## src/rtl/core/sfcs_pkg.sv

```systemverilog
// Package for the SPI flash command sequencer: command, phase and job codes,
// flash opcodes and the structs passed between front, queue and back.
// No dependencies.
package sfcs_pkg;

  localparam int DEFAULT_PAGE_BYTES   = 256;
  localparam int DEFAULT_ADDRESS_BITS = 24;
  localparam int DEFAULT_QUEUE_DEPTH  = 4;

  localparam int MAX_RESULTS = 9;
  localparam int STEP_BITS   = $clog2(MAX_RESULTS);

  localparam logic [7:0] BUSY_MASK_RESET = 8'h01;

  localparam logic [7:0] OPC_POWER_DOWN   = 8'hB9;
  localparam logic [7:0] OPC_FAST_READ    = 8'h0B;
  localparam logic [7:0] OPC_WRITE_ENABLE = 8'h06;
  localparam logic [7:0] OPC_PAGE_PROGRAM = 8'h02;
  localparam logic [7:0] OPC_READ_STATUS  = 8'h05;
  localparam logic [7:0] OPC_ERASE_4K     = 8'h20;
  localparam logic [7:0] OPC_WRITE_STATUS = 8'h01;

  typedef enum logic [3:0] {
    CMD_POWER_DOWN  = 4'd0,
    CMD_READ_START  = 4'd1,
    CMD_READ_BYTE   = 4'd2,
    CMD_WRITE_START = 4'd3,
    CMD_WRITE_BYTE  = 4'd4,
    CMD_ERASE_4K    = 4'd5,
    CMD_SET_STATUS  = 4'd6,
    CMD_POLL_REPLY  = 4'd7,
    CMD_READ_STATUS = 4'd8
  } cmd_t;

  typedef enum logic [2:0] {
    PH_IDLE        = 3'd0,
    PH_READ        = 3'd1,
    PH_WRITE       = 3'd2,
    PH_POLL_END    = 3'd3,
    PH_POLL_RESUME = 3'd4
  } phase_t;

  typedef enum logic [3:0] {
    OP_ERROR,
    OP_POWER_DOWN,
    OP_READ_START,
    OP_READ_BYTE,
    OP_READ_LAST,
    OP_WRITE_START,
    OP_WRITE_BYTE,
    OP_WRITE_POLL,
    OP_ERASE,
    OP_SET_STATUS,
    OP_READ_STATUS,
    OP_POLL_BUSY,
    OP_POLL_DONE,
    OP_POLL_RESUME
  } op_t;

  typedef struct packed {
    op_t         op;
    logic [23:0] addr;
    logic [7:0]  data;
  } job_t;

  typedef struct packed {
    logic full;
    logic empty;
  } queue_status_t;

  typedef struct packed {
    logic       kind;
    logic [7:0] mosi;
    logic       reply;
    logic       error;
  } result_t;

endpackage

```

## src/rtl/core/sfcs_front.sv

```systemverilog
// Front end: accepts host commands, checks them against the phase, tracks
// the write address and busy mask, and pushes one job per command.
// Depends on sfcs_pkg.
module sfcs_front
  import sfcs_pkg::*;
#(
  parameter int PAGE_BYTES   = DEFAULT_PAGE_BYTES,
  parameter int ADDRESS_BITS = DEFAULT_ADDRESS_BITS
) (
  input  logic          clk,
  input  logic          rst,
  input  logic          cfg_write_enable,
  input  logic [7:0]    cfg_write_data,
  input  logic          cmd_valid,
  input  logic [3:0]    cmd,
  input  logic [23:0]   address,
  input  logic [7:0]    data_byte,
  input  logic          last_byte,
  input  queue_status_t status,
  output logic          push,
  output job_t          job
);

  localparam logic [23:0] ADDR_MASK = (ADDRESS_BITS >= 24) ? 24'hFFFFFF :
                                      24'((33'd1 << ADDRESS_BITS) - 33'd1);
  // PAGE_BYTES is a power of two
  localparam logic [23:0] PAGE_MASK = 24'(PAGE_BYTES - 1);

  phase_t      phase, phase_next;
  logic [23:0] next_address, next_address_next;
  logic [7:0]  busy_mask;
  logic [23:0] addr_in;
  logic [23:0] addr_inc;

  assign push     = cmd_valid && !status.full;
  assign addr_in  = address & ADDR_MASK;
  assign addr_inc = (next_address + 24'd1) & ADDR_MASK;

  always_ff @(posedge clk) begin
    if (rst) begin
      phase        <= PH_IDLE;
      next_address <= '0;
      busy_mask    <= BUSY_MASK_RESET;
    end else begin
      if (push) begin
        phase        <= phase_next;
        next_address <= next_address_next;
      end
      if (cfg_write_enable) begin
        busy_mask <= cfg_write_data;
      end
    end
  end

  always_comb begin
    phase_next        = phase;
    next_address_next = next_address;
    job.op            = OP_ERROR;
    job.addr          = addr_in;
    job.data          = data_byte;
    unique case (cmd)
      CMD_POWER_DOWN: begin
        if (phase == PH_IDLE) job.op = OP_POWER_DOWN;
      end
      CMD_READ_START: begin
        if (phase == PH_IDLE) begin
          job.op     = OP_READ_START;
          phase_next = PH_READ;
        end
      end
      CMD_READ_BYTE: begin
        if (phase == PH_READ) begin
          job.op = last_byte ? OP_READ_LAST : OP_READ_BYTE;
          if (last_byte) phase_next = PH_IDLE;
        end
      end
      CMD_WRITE_START: begin
        if (phase == PH_IDLE) begin
          job.op            = OP_WRITE_START;
          next_address_next = addr_in;
          phase_next        = PH_WRITE;
        end
      end
      CMD_WRITE_BYTE: begin
        if (phase == PH_WRITE) begin
          next_address_next = addr_inc;
          if (last_byte) begin
            job.op     = OP_WRITE_POLL;
            phase_next = PH_POLL_END;
          end else if ((addr_inc & PAGE_MASK) == 24'd0) begin
            job.op     = OP_WRITE_POLL;
            phase_next = PH_POLL_RESUME;
          end else begin
            job.op = OP_WRITE_BYTE;
          end
        end
      end
      CMD_ERASE_4K: begin
        if (phase == PH_IDLE) begin
          job.op     = OP_ERASE;
          phase_next = PH_POLL_END;
        end
      end
      CMD_SET_STATUS: begin
        if (phase == PH_IDLE) job.op = OP_SET_STATUS;
      end
      CMD_POLL_REPLY: begin
        if (phase == PH_POLL_END || phase == PH_POLL_RESUME) begin
          if ((data_byte & busy_mask) != 8'd0) begin
            job.op = OP_POLL_BUSY;
          end else if (phase == PH_POLL_RESUME) begin
            job.op     = OP_POLL_RESUME;
            job.addr   = next_address;
            phase_next = PH_WRITE;
          end else begin
            job.op     = OP_POLL_DONE;
            phase_next = PH_IDLE;
          end
        end
      end
      CMD_READ_STATUS: begin
        if (phase == PH_IDLE) job.op = OP_READ_STATUS;
      end
      default: begin
        job.op = OP_ERROR;
      end
    endcase
  end

  a_error_holds_phase: assert property (@(posedge clk) disable iff (rst)
    push && job.op == OP_ERROR |=> phase == $past(phase) &&
      next_address == $past(next_address))
    else $error("error job changed sequencer state");

endmodule

```

## src/rtl/core/sfcs_queue.sv

```systemverilog
// Short job queue between the front end and the SPI word generator.
// Depends on sfcs_pkg.
module sfcs_queue
  import sfcs_pkg::*;
#(
  parameter int DEPTH = DEFAULT_QUEUE_DEPTH
) (
  input  logic          clk,
  input  logic          rst,
  input  logic          push,
  input  job_t          push_job,
  input  logic          pop,
  output job_t          head,
  output queue_status_t status
);

  localparam int PTR_BITS = $clog2(DEPTH);
  localparam int CNT_BITS = $clog2(DEPTH + 1);
  localparam logic [PTR_BITS-1:0] PTR_LAST = PTR_BITS'(DEPTH - 1);
  localparam logic [CNT_BITS-1:0] CNT_FULL = CNT_BITS'(DEPTH);

  job_t                entries [DEPTH];
  logic [PTR_BITS-1:0] wr_ptr;
  logic [PTR_BITS-1:0] rd_ptr;
  logic [CNT_BITS-1:0] count;

  assign head         = entries[rd_ptr];
  assign status.full  = (count == CNT_FULL);
  assign status.empty = (count == '0);

  always_ff @(posedge clk) begin
    if (push) entries[wr_ptr] <= push_job;
  end

  always_ff @(posedge clk) begin
    if (rst) begin
      wr_ptr <= '0;
      rd_ptr <= '0;
      count  <= '0;
    end else begin
      if (push) wr_ptr <= (wr_ptr == PTR_LAST) ? '0 : wr_ptr + 1'b1;
      if (pop)  rd_ptr <= (rd_ptr == PTR_LAST) ? '0 : rd_ptr + 1'b1;
      if (push && !pop)      count <= count + 1'b1;
      else if (pop && !push) count <= count - 1'b1;
    end
  end

  a_no_overflow: assert property (@(posedge clk) disable iff (rst)
    !(push && status.full) && !(pop && status.empty))
    else $error("job queue overflow or underflow");

endmodule

```

## src/rtl/core/sfcs_back.sv

```systemverilog
// Back end: expands each queued job into its SPI words, one per cycle while
// res_stall is low, into a registered result stage.
// Depends on sfcs_pkg.
module sfcs_back
  import sfcs_pkg::*;
(
  input  logic          clk,
  input  logic          rst,
  input  job_t          head,
  input  queue_status_t status,
  output logic          pop,
  output logic          res_valid,
  input  logic          res_stall,
  output logic          kind,
  output logic [7:0]    mosi_byte,
  output logic          expect_reply,
  output logic          error,
  output logic          last_result
);

  localparam result_t W_REL = '{kind: 1'b1, mosi: 8'h00, reply: 1'b0, error: 1'b0};
  localparam result_t W_REP = '{kind: 1'b0, mosi: 8'h00, reply: 1'b1, error: 1'b0};
  localparam result_t W_ERR = '{kind: 1'b0, mosi: 8'h00, reply: 1'b0, error: 1'b1};

  logic [STEP_BITS-1:0] step;
  logic                 adv;
  logic                 at_last;
  result_t              word;

  function automatic result_t w_send(logic [7:0] b);
    result_t r;
    r      = '0;
    r.mosi = b;
    return r;
  endfunction

  function automatic logic [STEP_BITS-1:0] seq_last(op_t op);
    logic [STEP_BITS-1:0] n;
    unique case (op)
      OP_POWER_DOWN:  n = STEP_BITS'(1);
      OP_READ_START:  n = STEP_BITS'(4);
      OP_READ_LAST:   n = STEP_BITS'(1);
      OP_WRITE_START: n = STEP_BITS'(5);
      OP_WRITE_POLL:  n = STEP_BITS'(3);
      OP_ERASE:       n = STEP_BITS'(8);
      OP_SET_STATUS:  n = STEP_BITS'(4);
      OP_READ_STATUS: n = STEP_BITS'(2);
      OP_POLL_RESUME: n = STEP_BITS'(6);
      default:        n = '0;
    endcase
    return n;
  endfunction

  function automatic result_t seq_word(op_t op, logic [STEP_BITS-1:0] s,
                                       logic [23:0] a, logic [7:0] d);
    result_t r;
    r = '0;
    unique case (op)
      OP_ERROR:      r = W_ERR;
      OP_POWER_DOWN: r = (s == 0) ? w_send(OPC_POWER_DOWN) : W_REL;
      OP_READ_START: begin
        unique case (s)
          0:       r = w_send(OPC_FAST_READ);
          1:       r = w_send(a[23:16]);
          2:       r = w_send(a[15:8]);
          3:       r = w_send(a[7:0]);
          default: r = w_send(8'h00);
        endcase
      end
      OP_READ_BYTE:  r = W_REP;
      OP_READ_LAST:  r = (s == 0) ? W_REP : W_REL;
      OP_WRITE_START: begin
        unique case (s)
          0:       r = w_send(OPC_WRITE_ENABLE);
          1:       r = W_REL;
          2:       r = w_send(OPC_PAGE_PROGRAM);
          3:       r = w_send(a[23:16]);
          4:       r = w_send(a[15:8]);
          default: r = w_send(a[7:0]);
        endcase
      end
      OP_WRITE_BYTE: r = w_send(d);
      OP_WRITE_POLL: begin
        unique case (s)
          0:       r = w_send(d);
          1:       r = W_REL;
          2:       r = w_send(OPC_READ_STATUS);
          default: r = W_REP;
        endcase
      end
      OP_ERASE: begin
        unique case (s)
          0:       r = w_send(OPC_WRITE_ENABLE);
          1:       r = W_REL;
          2:       r = w_send(OPC_ERASE_4K);
          3:       r = w_send(a[23:16]);
          4:       r = w_send(a[15:8]);
          5:       r = w_send(a[7:0]);
          6:       r = W_REL;
          7:       r = w_send(OPC_READ_STATUS);
          default: r = W_REP;
        endcase
      end
      OP_SET_STATUS: begin
        unique case (s)
          0:       r = w_send(OPC_WRITE_ENABLE);
          1:       r = W_REL;
          2:       r = w_send(OPC_WRITE_STATUS);
          3:       r = w_send(d);
          default: r = W_REL;
        endcase
      end
      OP_READ_STATUS: begin
        unique case (s)
          0:       r = w_send(OPC_READ_STATUS);
          1:       r = W_REP;
          default: r = W_REL;
        endcase
      end
      OP_POLL_BUSY:  r = W_REP;
      OP_POLL_DONE:  r = W_REL;
      OP_POLL_RESUME: begin
        unique case (s)
          0:       r = W_REL;
          1:       r = w_send(OPC_WRITE_ENABLE);
          2:       r = W_REL;
          3:       r = w_send(OPC_PAGE_PROGRAM);
          4:       r = w_send(a[23:16]);
          5:       r = w_send(a[15:8]);
          default: r = w_send(a[7:0]);
        endcase
      end
      default: r = W_ERR;
    endcase
    return r;
  endfunction

  assign adv     = !res_valid || !res_stall;
  assign at_last = (step == seq_last(head.op));
  assign word    = seq_word(head.op, step, head.addr, head.data);
  assign pop     = adv && !status.empty && at_last;

  always_ff @(posedge clk) begin
    if (rst) begin
      res_valid <= 1'b0;
      step      <= '0;
    end else if (adv) begin
      res_valid <= !status.empty;
      if (!status.empty) step <= at_last ? '0 : step + 1'b1;
    end
  end

  always_ff @(posedge clk) begin
    if (adv && !status.empty) begin
      kind         <= word.kind;
      mosi_byte    <= word.mosi;
      expect_reply <= word.reply;
      error        <= word.error;
      last_result  <= at_last;
    end
  end

  a_error_single: assert property (@(posedge clk) disable iff (rst)
    res_valid && error |-> last_result && !kind && !expect_reply)
    else $error("error word not a lone final result");

  a_release_clean: assert property (@(posedge clk) disable iff (rst)
    res_valid && kind |-> mosi_byte == 8'h00 && !expect_reply)
    else $error("release word carries data");

  a_step_restart: assert property (@(posedge clk) disable iff (rst)
    pop |=> step == '0)
    else $error("step counter not restarted after job");

endmodule

```

## src/rtl/core/spi_flash_command_sequencer_core.sv

```systemverilog
// Top level of the SPI flash command sequencer: front end, job queue and
// SPI word generator. Depends on sfcs_pkg, sfcs_front, sfcs_queue, sfcs_back.
//
//   channel  direction  handshake               payload
//   command  in         cmd_valid / cmd_stall    cmd, address, data_byte, last_byte
//   result   out        res_valid / res_stall    kind, mosi_byte, expect_reply,
//                                                error, last_result
//   config   in         cfg_write_enable         cfg_write_data (busy_mask)
//
// One command is accepted per cycle while the job queue has room.
// The word generator emits one result per cycle while res_stall is low, and a
// command occupies it for all of its results: 1 to 9 (page program header: 6).
// Synchronous reset: busy_mask 0x01, phase idle, address 0, queue empty.
// res_stall holds the result register; the queue then fills and raises
// cmd_stall.
module spi_flash_command_sequencer_core
  import sfcs_pkg::*;
#(
  parameter int PAGE_BYTES   = DEFAULT_PAGE_BYTES,
  parameter int ADDRESS_BITS = DEFAULT_ADDRESS_BITS,
  parameter int QUEUE_DEPTH  = DEFAULT_QUEUE_DEPTH
) (
  input  logic        clk,
  input  logic        rst,
  input  logic        cfg_write_enable,
  input  logic [7:0]  cfg_write_data,
  input  logic        cmd_valid,
  output logic        cmd_stall,
  input  logic [3:0]  cmd,
  input  logic [23:0] address,
  input  logic [7:0]  data_byte,
  input  logic        last_byte,
  output logic        res_valid,
  input  logic        res_stall,
  output logic        kind,
  output logic [7:0]  mosi_byte,
  output logic        expect_reply,
  output logic        error,
  output logic        last_result
);

  queue_status_t status;
  logic          push;
  logic          pop;
  job_t          push_job;
  job_t          head;

  assign cmd_stall = status.full;

  sfcs_front #(
    .PAGE_BYTES  (PAGE_BYTES),
    .ADDRESS_BITS(ADDRESS_BITS)
  ) u_front (
    .clk             (clk),
    .rst             (rst),
    .cfg_write_enable(cfg_write_enable),
    .cfg_write_data  (cfg_write_data),
    .cmd_valid       (cmd_valid),
    .cmd             (cmd),
    .address         (address),
    .data_byte       (data_byte),
    .last_byte       (last_byte),
    .status          (status),
    .push            (push),
    .job             (push_job)
  );

  sfcs_queue #(
    .DEPTH(QUEUE_DEPTH)
  ) u_queue (
    .clk     (clk),
    .rst     (rst),
    .push    (push),
    .push_job(push_job),
    .pop     (pop),
    .head    (head),
    .status  (status)
  );

  sfcs_back u_back (
    .clk         (clk),
    .rst         (rst),
    .head        (head),
    .status      (status),
    .pop         (pop),
    .res_valid   (res_valid),
    .res_stall   (res_stall),
    .kind        (kind),
    .mosi_byte   (mosi_byte),
    .expect_reply(expect_reply),
    .error       (error),
    .last_result (last_result)
  );

endmodule

```

## config.mk

```make
export PLATFORM = sky130hd
export DESIGN_NAME = spi_flash_command_sequencer_core
export DESIGN_NICKNAME = d
export VERILOG_FILES = /design/src/rtl/core/sfcs_pkg.sv /design/src/rtl/core/sfcs_front.sv /design/src/rtl/core/sfcs_queue.sv /design/src/rtl/core/sfcs_back.sv /design/src/rtl/core/spi_flash_command_sequencer_core.sv
export SDC_FILE = /design/constraint.sdc
export NUM_CORES = 1
export LEC_CHECK = 0
export CORE_MARGIN = 4
export CORE_UTILIZATION = 55
export CTS_CLUSTER_DIAMETER = 150
export DETAILED_ROUTE_END_ITERATION = 8
export DONT_BUFFER_PORTS = 1
export PLACE_DENSITY = 0.68
export SLEW_MARGIN = 20
export SYNTH_ARGS = -nofsm -noshare
export SYNTH_HDL_FRONTEND = slang
export SYNTH_HIERARCHICAL = 1
export SYNTH_SLANG_ARGS = --single-unit
```

## constraint.sdc

```tcl
create_clock -name clk -period 4 [get_ports clk]
set_clock_uncertainty 0.05 [all_clocks]
set_input_delay 0.8 -clock clk [delete_from_list [all_inputs] [get_ports clk]]
set_output_delay 0.8 -clock clk [all_outputs]
set_load 0.05 [all_outputs]
```

== After elaboration in Yosys (flattened, before gate mapping) ==
Memories as Yosys holds them, arrays and structs flattened. A register that Yosys moved wholly into a read port is not among the register bits.
Index checks and enable logic that the tools add are counted.

* Register bits after elaboration: 59
* Latch bits: 0
* Bits in writable memories: 144
* ROM bits: 64
* Bits of input ports: 50
* Logic and storage cells: 148
* Memories: 2

{| class="wikitable"
|+ Memory list
! memory !! words !! bits a word !! rd ports !! clocked after Yosys merged registers in !! wr ports !! line !! text
|-
| u_queue.entries || 4 || 36 || 1 || 1 || 1 || sfcs_queue.sv:22 || <nowiki>job_t entries [DEPTH];</nowiki>
|-
| (name not given) || 16 || 4 || 1 || 0 || 0 || sfcs_back.sv:39 || <nowiki>unique case (op)</nowiki>
|}

* $add $sub $neg: 6
* Multipliers: 0
* Divide/modulo/power cells: 0
* $lt $le $gt $ge: 0
* Equality and inequality tests: 45
* Shift-type cells: 0
* Muxes and demuxes: 52
* Bitwise gates (word level): 2
* Reduce and logical (&&, ||, !) cells: 28

{| class="wikitable"
|+ Operators with widths
! kind !! count
|-
| $pmux W11 S12 || 1
|-
| $mux W24 || 5
|-
| $pmux W11 S5 || 2
|-
| $pmux W11 S7 || 1
|-
| $pmux W11 S3 || 2
|-
| $eq A4 B3 Y1 const B || 12
|-
| $pmux W24 S2 || 1
|-
| $mux W3 || 14
|-
| $pmux W10 S4 || 1
|-
| $pmux W4 S9 || 1
|-
| $mux W4 || 8
|-
| $eq A4 B4 Y1 const B || 7
|-
| $mux W28 || 1
|-
| $add A24 B1 Y24 const B || 1
|-
| $eq A4 B2 Y1 const B || 6
|-
| $logic_not A24 Y1 || 1
|-
| $mux W11 || 2
|-
| $pmux W11 S2 || 1
|-
| $pmux W3 S6 || 1
|-
| $eq A4 B1 Y1 const B || 3
|-
| $mux W2 || 6
|-
| $ne A2 B1 Y1 const B || 6
|-
| $reduce_and A11 Y1 || 1
|-
| $and A8 B8 Y8 || 1
|-
| 24 further kinds || 48
|}

== Longest topological paths before layout ==
* Depth in word-level cells: 7
* Depth in mapped cells: 16
* Gate-level depth less buffers: 13

== Hierarchy ==
The synthesis kept the hierarchy.

{| class="wikitable"
|+ By module, submodules not included
! module !! instances !! cells an instance !! area each (um^2) !! seq. area each (um^2)
|-
| sfcs_queue || 1 || 232 || 5689.2 || 4504.3
|-
| sfcs_front || 1 || 358 || 2775.2 || 700.7
|-
| sfcs_back || 1 || 252 || 2030.7 || 460.4
|}

== Worst setup path after synthesis ==
OpenSTA, ideal clock, no wires.

* Path kind: register to register
* From: register (tool-made name)
* To: register u_queue.count[2]
* Library setup time: 0.070 ns
* Arrival time: 3.400 ns
* Required time: 3.880 ns
* Path slack: 0.481 ns
* Stages on the path, launching flop included: 17
* Buffers on the path: 3
* Cells stage by stage: dfxtp_1 -> buf_6 -> buf_12 -> mux4_2 -> buf_4 -> nor2_1 -> o21ai_0 -> a311oi_1 -> a211oi_2 -> and2_1 -> inv_1 -> ha_1 -> inv_1 -> fa_1 -> xor2_1 -> or3_1 -> a21oi_1

{| class="wikitable"
|+ RTL lines
! what !! line !! text
|-
| end signal: assignment || sfcs_queue.sv:43 || <nowiki>if (push && !pop) count <= count + 1'b1;</nowiki>
|-
| end signal: assignment || sfcs_queue.sv:44 || <nowiki>else if (pop && !push) count <= count - 1'b1;</nowiki>
|-
| end: declaration || sfcs_queue.sv:25 || <nowiki>logic [CNT_BITS-1:0] count;</nowiki>
|}

==> impl_results.md <==
* Status: completed
* Non-filler cells in the finished layout at 1069
* TritonCTS sink count at 205
* Vias in the first global route at 6870
* Wire length of the first global-routing pass at 38800 um
* Storage cell area at 5670 sq um
* Number of warnings issued by yosys at 6
* Data arrival at the endpoint of the critical path at 4.09 ns
* Via-per-instance ratio at 6.80
* Clock tree from TritonCTS: yes
* Setup Crit Path Kind: flop to flop
* Post-synth EDFFs at 156
* M2 GR Usage at 38.0%
* Met3 usage at 4.50%
* Overall Power at 6.72 mW
* Sequential area share after synthesis at 54.0%
* Maximum level of the CTS H-tree at 1
* Area growth, synth to finish at 8.18%
* Post-placement cell count at 1024
* Reg2reg end: u_queue/count[2]$_SDFFE_PP0P_
* Largest net degree at the start of global routing at 46
* Net count after synthesis at 905
* Via count at 7267
* Top Usage Layer GRT: met2
* Worst path cell trace: mux4_2 -> nor2b_2 -> o211ai_1 -> a311oi_1 -> a211oi_2 -> buf_4 -> and2_1 -> inv_1 -> ha_1 -> inv_1 -> fa_1 -> xor2_1 -> or3_1 -> a21oi_1
* Netlist area before placement at 10500 sq um
* Die outline area at 21400 sq um
* IO buf count at 0
* Relative slew slack at 35.8%
* Area of the multi-input gates at 4390 sq um
* Post-route core utilization at 60.7%
* Final net count at 881
* RSZ-0062 raised after global routing: false
* Remaining design rule violation count at 0
* Initial antenna violation count at 0
* Die span in x at 146 um
* Clock transition at path regs at 0.06 ns
* Number of fill cells at 1436
* Delay of the slowest critical-path stage at 0.65 ns
* Synthesis-stage register bit count at 205
* Post-synthesis async set-or-reset flop share at 0%
* Site Rows at 50
* Met1 usage in global routing at 30.8%
* Required time worst endpoint at 4.39 ns
* Setup slack of the worst register-to-register path at 0.30 ns
* Peak supply drop at 0.312 mV
* Setup TNS at 0 ns
* Detailed-route wire length per cell at 23.4 um
* Placed wire-length estimate at 16500 um
* Top fanout value on the critical path at 9
* Gp weighted congestion at 0.919
* Worst Tran Pin Value at 0.963 ns
* Fraction of final layout cells sized beyond drive strength 1 at 16.8%
* Detailed-router iteration count before antenna repair at 7
* Most frequent cell on the critical path: sky130_fd_sc_hd__inv_1
* Final worst path period share at 92.5%
* Final antenna-violating net count at 0
* Critical path startpoint category: flop
* Origin of the worst min-delay path: rst
* Count of final setup violators at 0
* Num CTS Buffers at 23
* Leak Pwr at 3.70 nW
* WHS at 0.311 ns
* Final period demand of the worst path at 3.70 ns
* Critical path capture point: u_queue/count[2]$_SDFFE_PP0P_
* Most used cells in the layout excluding fill and tap cells: sky130_fd_sc_hd__edfxtp_1 (156), sky130_fd_sc_hd__nand2_1 (52), sky130_fd_sc_hd__a21oi_1 (51)
* Core box area at 18700 sq um
* N_diodes at 0
* Aggregate routed wire length at 25000 um
* Commonest non-fill, non-tap cell in the layout: sky130_fd_sc_hd__edfxtp_1
* Count of final max-slew check failures at 0
* Number of DRC markers in iteration 0 at 750
* Post_cts resized at 0
* Commonest register cell after synthesis: sky130_fd_sc_hd__edfxtp_1
* Total congestion overflow at 0
* Clk buf depth at 3
* Max-cap check violation count at 0
* Critical-path cell with the highest stage delay: sky130_fd_sc_hd__mux4_2
* Classification of the worst-slack hold path: input port to flop
* Cell at the root of the clock tree: sky130_fd_sc_hd__clkbuf_16
* Die height at 146 um
* Max Clock Freq at 0.270 GHz
* Post-Syn Instances at 842
* Clock network latency to the later pin of the worst-skew pair at 0.52 ns
* Setup crit end kind: flop
* Final number of hold-violating endpoints at 0
* Power per cell area at 592 nW/um^2
* Number of placed I/O pins at 64
* Initial cell density of the core at 56.1%
* Synthesized area per cell at 12.5 sq um
* Count of distinct cell types in the synthesized netlist at 93
* Global routing usage summed across all routing layers at 22.6%
* Depth of the most critical reg-to-reg path at 14
synthesized netlist by cell type, drive strengths merged, types with 12 or more instances:
cell type	instances	area share (%)
edfxtp	156	45
a21oi	53	2.6
nand2	52	1.9
dfxtp	49	9.3
nor2	46	1.7
buf	44	3.0
o21ai	42	2.0
mux4	36	7.9
clkbuf	26	0.94
mux2	25	2.7
nand3	23	1.1
nor3	22	1.2
a22oi	21	1.5
a211oi	19	1.4
mux2i	17	1.6
and2	13	0.77
inv	13	0.46
nor2b	13	0.80
ha	12	1.4
layout make-up:
type | instances | area share, %
clock inverter | 12 | 1.38
clock buffer | 30 | 5.66
multi-input combinational | 554 | 38.6
sequential | 205 | 49.9
inverter | 13 | 0.430
timing repair buffer | 21 | 1.39
tap | 234 | 2.58
flip-flops by register name, summed over array words and instances (netlist names), named ones only:
| register | cells |
|---|---|
| u_back/kind | 1 |
| u_front/busy_mask | 8 |
| u_back/expect_reply | 1 |
| u_front/phase | 3 |
| u_back/res_valid | 1 |
| u_queue/wr_ptr | 2 |
| u_back/step | 4 |
| u_queue/rd_ptr | 2 |
| u_back/mosi_byte | 8 |
| u_back/error | 1 |
| u_queue/entries | 144 |
| u_queue/count | 3 |
| u_back/last_result | 1 |
| u_front/next_address | 24 |
timing repair:
item	CTS	global route
hold buffers	0	0
endpoints found under the setup margin	0	1
endpoints found under the hold margin	0	0
buffers inserted	0	3
power by group:
part	switching (mW)	total [mW]	leakage, nW	internal, mW
clock network	0.836	2.18	0.394	1.34
logic	0.992	1.60	1.46	0.605
registers	0.341	2.95	1.84	2.61
kinds of logic after synthesis:
family,Yosys count,share of synthesized area (%)
simple gates,237,12.6
compound gates,216,14.3
flops,205,54.0
buf+inv,83,4.38
mux,78,12.2
fa+ha+maj,13,1.62
xor+xnor,10,0.835
worst min-delay path by stage:
stage                     depth (start not counted)                               endpoint
after global placement                            2  u_front/next_address[23]$_SDFFE_PP0P_
after CTS                                         1          u_queue/count[2]$_SDFFE_PP0P_
after floorplan                                   2      u_front/busy_mask[0]$_SDFFE_PP1P_
final                                             1          u_queue/count[2]$_SDFFE_PP0P_
after global routing                              1         u_queue/wr_ptr[0]$_SDFFE_PP0P_
after detailed placement                          2      u_front/busy_mask[0]$_SDFFE_PP1P_
metrics by stage:
step,cell area (sq um),setup WS (ns)
2_1_floorplan,10500,0.481
3_3_place_gp,10500,0.369
3_5_place_dp,10500,0.230
4_1_cts,11300,0.215
5_1_grt,11400,0.0829
6_report,11400,0.302
routing by layer:
layer	wire length, um	vias to the layer above
met4	463	0
met3	1930	48
li1	-	3267
met2	12200	335
met5	0	-
met1	10400	3617
worst max-delay path, delay by kind of cell, from the launching register on:
family / cells / cell delay (ns)
muxes: 1 / 0.65
and+or+nand+nor: 3 / 0.81
DFF: 1 / 0.44
adders and majority gates: 2 / 0.55
AOI/OAI and AO/OA: 4 / 0.67
xor gates and xnor gates: 1 / 0.16
buffers and inverters: 3 / 0.30
Note: power is estimated with default switching activity, not from simulation.
